$ cat config.mk
export PLATFORM = sky130hd
export DESIGN_NAME = grp_table
export DESIGN_NICKNAME = d
export VERILOG_FILES = /design/src/sv/grp_pkg.sv /design/src/sv/grp_table.sv
export SDC_FILE = /design/constraint.sdc
export NUM_CORES = 2
export LEC_CHECK = 0
export BUFFER_PORTS_ARGS = -buffer_cell sky130_fd_sc_hd__clkbuf_2
export CORE_ASPECT_RATIO = 0.8
export CORE_UTILIZATION = 62
export DETAILED_ROUTE_END_ITERATION = 7
export PLACE_DENSITY_LB_ADDON = 0.08
export RECOVER_POWER = 25
export SYNTH_ARGS = -nofsm -noshare
export SYNTH_HDL_FRONTEND = slang
export SYNTH_SLANG_ARGS = --single-unit
export TNS_END_PERCENT = 30
$ cat constraint.sdc
create_clock -name i_clk -period 19.77 [get_ports i_clk]
set_input_delay 3.954 -clock i_clk [delete_from_list [all_inputs] [get_ports i_clk]]
set_output_delay 3.954 -clock i_clk [all_outputs]
set_load 0.02 [all_outputs]
$ cat src/sv/grp_pkg.sv
// Package for the guillotine rectangle packer: sizes, entry type, codes.
// No dependencies.
package grp_pkg;
    localparam int FREE_ENTRIES = 64;
    localparam int MAX_PAGES    = 256;
    localparam int DIM_BITS     = 13;
    localparam int IDX_BITS     = $clog2(FREE_ENTRIES);
    localparam int CNT_BITS     = $clog2(FREE_ENTRIES + 1);
    localparam int PG_BITS      = 8;
    localparam int PGC_BITS     = $clog2(MAX_PAGES + 1);
    localparam int AREA_BITS    = 2 * (DIM_BITS + 1);

    localparam logic [1:0] ST_PLACED = 2'd0;
    localparam logic [1:0] ST_TOOBIG = 2'd1;
    localparam logic [1:0] ST_FULL   = 2'd2;

    localparam logic REG_PAGE_W = 1'b0;
    localparam logic REG_PAGE_H = 1'b1;

    typedef struct packed {
        logic [PG_BITS-1:0]  page;
        logic [DIM_BITS-1:0] x;
        logic [DIM_BITS-1:0] y;
        logic [DIM_BITS-1:0] w;
        logic [DIM_BITS-1:0] h;
    } t_entry;

    // memory access request from the sequencer
    typedef struct packed {
        logic                we;
        logic [IDX_BITS-1:0] waddr;
        t_entry              wdata;
        logic [IDX_BITS-1:0] raddr;
    } t_mem_req;
endpackage

$ cat src/sv/grp_table.sv
// Free-rectangle table: one write port, one registered read port.
// Depends on grp_pkg.
module grp_table (
    input  logic              i_clk,
    input  grp_pkg::t_mem_req i_req,
    output grp_pkg::t_entry   o_rdata
);
    import grp_pkg::*;

    t_entry r_mem [FREE_ENTRIES];
    t_entry r_rdata;

    always_ff @(posedge i_clk) begin
        if (i_req.we) begin
            r_mem[i_req.waddr] <= i_req.wdata;
        end
        r_rdata <= r_mem[i_req.raddr];
    end

    assign o_rdata = r_rdata;
endmodule

==> results.md <==
* Total negative slack at 0 ps
* Leakage at between 50 and 60 nW
* GPL Wtd Cong at 0.801
* Fin area at 163000 um2
* First-pass GRT wire length at 551000 um
* FP Rows at 159
* Final setup vio count at 0
* Pwr dens at 102 nW/um2
* Switching Fraction at 0.209
* Die W at 545 um
* CP dominant cell by count: buf_4
* P&R area growth vs syn at 11.1%
* Syn. warnings at 0
* Via-to-Cell Ratio at 7.25
* Nets at 6517
* Reg-to-reg slack, setup at 17750 ps
* Failing checks: design-rule violations, max-capacitance violations, max-slew violations
* Max Cap Violations at 37
* Routed WL at 399000 um
* Clk slew on worst S/H paths at about 60 ps
* Post-synth top flop: edfxtp_1
* Crit-path max cell delay at 890 ps
* WP data required at 20530 ps
* Final Skew at 26.4 ps
* Vias in the first global route at 69800
* Commonest non-fill, non-tap cell in the layout: edfxtp_1
* Final Max Slew Viols at 2405
* Root buf cell: clkbuf_16
* Pin count of the biggest net entering global routing at 116
* DR iter-0 viols at 11700
* Synthesized area per cell at between 20 and 25 um2
* Cts hold-fix bufs at 0
* Peak Freq at between 0.1 and 0.15 GHz
* Fin crit period at 7800 ps
* Initial antenna violation count at 16
* Die Area at 238000 um2
* Fill cells at approximately 14000
* Critical Path, Cell by Cell: buf_12, buf_4, buf_4, buf_4, mux4_2, mux4_2, o22ai_1, nor2_1
* GRT overflow at 0
* DP HPWL at 207000 um
* Layout cell share with drive strength beyond 1 at 0.294
* # H-tree levels at 5
* Unrepaired setup endpoints after global routing: no
* Total track usage at 0.339
* Logic pwr share at 0.047
* Max-Slew Margin vs Limit at -0.932
* Sequential power share at 0.552
* Status: finished with violations
* Worst hold path type: reg2reg
* Seq cells post-synth at just under 4000
* Area after DPL at 152000 um2
* Ports at ~130
* Tcrit/Tclk final at 0.394
* Area of the mapped netlist at 147000 um2
* Post-route antenna net violation count at 0
* CTS resizes at 0
* Mapped Cells at 6093
* Arr. time, crit path at 8560 ps
* Chip height at 437 um
* Net Sw Power at around 0.0035 W
* WL/cell at approximately 40 um
* DRC violations left at 20
* PortBufs at around 130
* Core area at 235000 um2
* Clock Latency Late Sink at 900 ps
* Least-Margin Pin Slew at 2900 ps
* Most frequent cells in the layout: edfxtp_1 (3840), mux4_2 (1040), clkbuf_16 (374)
* Via count at 71600
* Post-synth cell types at 36
* CP Launch Type: input port
* Clock Sinks at 3900
* Hold Fails Final Rpt at 0
* Post-synthesis sequential area ratio at 0.795
* Initial Util at 0.624
* Peak supply drop at 0.0887 mV
* Clock power share at 0.402
* CTS Buffer Depth at 4
* Share of flip-flops with an asynchronous set or reset at 0
* Max FO, Critical Path at 114
* First-pass DRT Iterations at 8
* Slowest cell on crit path: buf_4
* Pint at around 0.013 W
* Kind of critical path: in2reg
* Setup crit end kind: flip-flop
* Postcts setup bufs at 0
* CTS tree: yes
* Post-synth EDFFs at about 3800
* Cts bufs inserted at about 360
* Syn Nets at 6167
==> registers in the layout, summed over array words and instances (netlist names) <==
register  cells
r_mem      3840
o_rdata      60
==> final cells by class <==
| cell class | count | area, um2 | share of cell area |
|---|---|---|---|
| multi-input combinational | 1852 | 29000 | 0.178 |
| sequential | 3900 | 117000 | 0.716 |
| inverter | 1 | 8.76 | 0.0000538 |
| clock buffer | 453 | 9730 | 0.0597 |
| tap | 3139 | 3930 | 0.0241 |
| timing repair buffer | 325 | 2190 | 0.0135 |
| clock inverter | 205 | 1470 | 0.00905 |
| antenna | 2 | 5.00 | 0.0000307 |
==> kinds of logic (layout without fill, tap and decap cells) <==
group           after synthesis  in the layout  share of synthesized area
mux                        1149           1149                      0.168
flops                      3900           3900                      0.795
buf+inv                     341            984                     0.0107
other cells                   0              2                          0
simple gates                301            301                    0.00867
compound gates              402            402                     0.0176
==> synthesized netlist by cell type (all sizes together) (4+ instances only) <==
| cell type | n | area (um2) |
|---|---|---|
| a21oi | 74 | 370 |
| clkbuf | 170 | 638 |
| a31oi | 28 | 175 |
| or2 | 4 | 25.0 |
| nor2 | 177 | 664 |
| mux2 | 58 | 653 |
| mux4 | 1040 | 23400 |
| or3b | 5 | 43.8 |
| o221a | 9 | 101 |
| dfxtp | 60 | 1200 |
| nand3 | 5 | 25.0 |
| o22ai | 188 | 1180 |
| nand2 | 68 | 255 |
| o21ai | 39 | 195 |
| buf | 170 | 927 |
| mux2i | 51 | 510 |
| nand3b | 5 | 37.5 |
| nand2b | 9 | 56.3 |
| nor2b | 9 | 56.3 |
| o221ai | 59 | 517 |
| nor3 | 12 | 60.1 |
| edfxtp | 3840 | 115000 |
==> critical path: cells and delay by family <==
family / cells / cell delay, ps
and+or+nand+nor: 1 / 70
muxes: 2 / 1130
buffers and inverters: 4 / 2880
AOI/OAI and AO/OA: 1 / 170
==> per-stage QoR <==
step	hold WS, ps	power (W)	setup WS [ps]	util	instances
6_report	896	0.0167	11970	0.694	9877
5_1_grt	953	0.0170	11580	0.694	9875
2_1_floorplan	758	0.00981	10690	-	6093
3_5_place_dp	870	0.0101	10940	0.646	9217
4_1_cts	897	0.0167	11880	0.694	9875
3_3_place_gp	874	0.0101	10880	0.646	9217
==> final timing paths <==
| check | startpoint | endpoint | depth (start not counted) |
|---|---|---|---|
| hold reg to reg | r_mem[28][24]$_DFFE_PP_ | o_rdata[24]$_DFF_P_ | 5 |
| hold / removal | r_mem[28][24]$_DFFE_PP_ | o_rdata[24]$_DFF_P_ | 5 |
| setup reg to reg | r_mem[15][54]$_DFFE_PP_ | o_rdata[54]$_DFF_P_ | 4 |
| setup / recovery | i_req[0] | o_rdata[1]$_DFF_P_ | 8 |
==> power by group through the flow <==
stage	clock, W	combinational, W	sequential, W
2_1_floorplan	0	0.000437	0.00937
3_3_place_gp	0	0.000766	0.00937
3_5_place_dp	0	0.000778	0.00937
4_1_cts	0.00674	0.000780	0.00919
5_1_grt	0.00703	0.000821	0.00920
6_report	0.00669	0.000780	0.00920
==> layer usage <==
layer | vias to the layer above | routed length (um) | track usage
li1 | 27000 | - | -
met5 | - | 60 | 0
met4 | 10 | 12600 | 0.100
met1 | 38700 | 150000 | 0.504
met3 | 701 | 49200 | 0.0731
met2 | 5198 | 187000 | 0.518
Power figures use the tool's default switching activity.
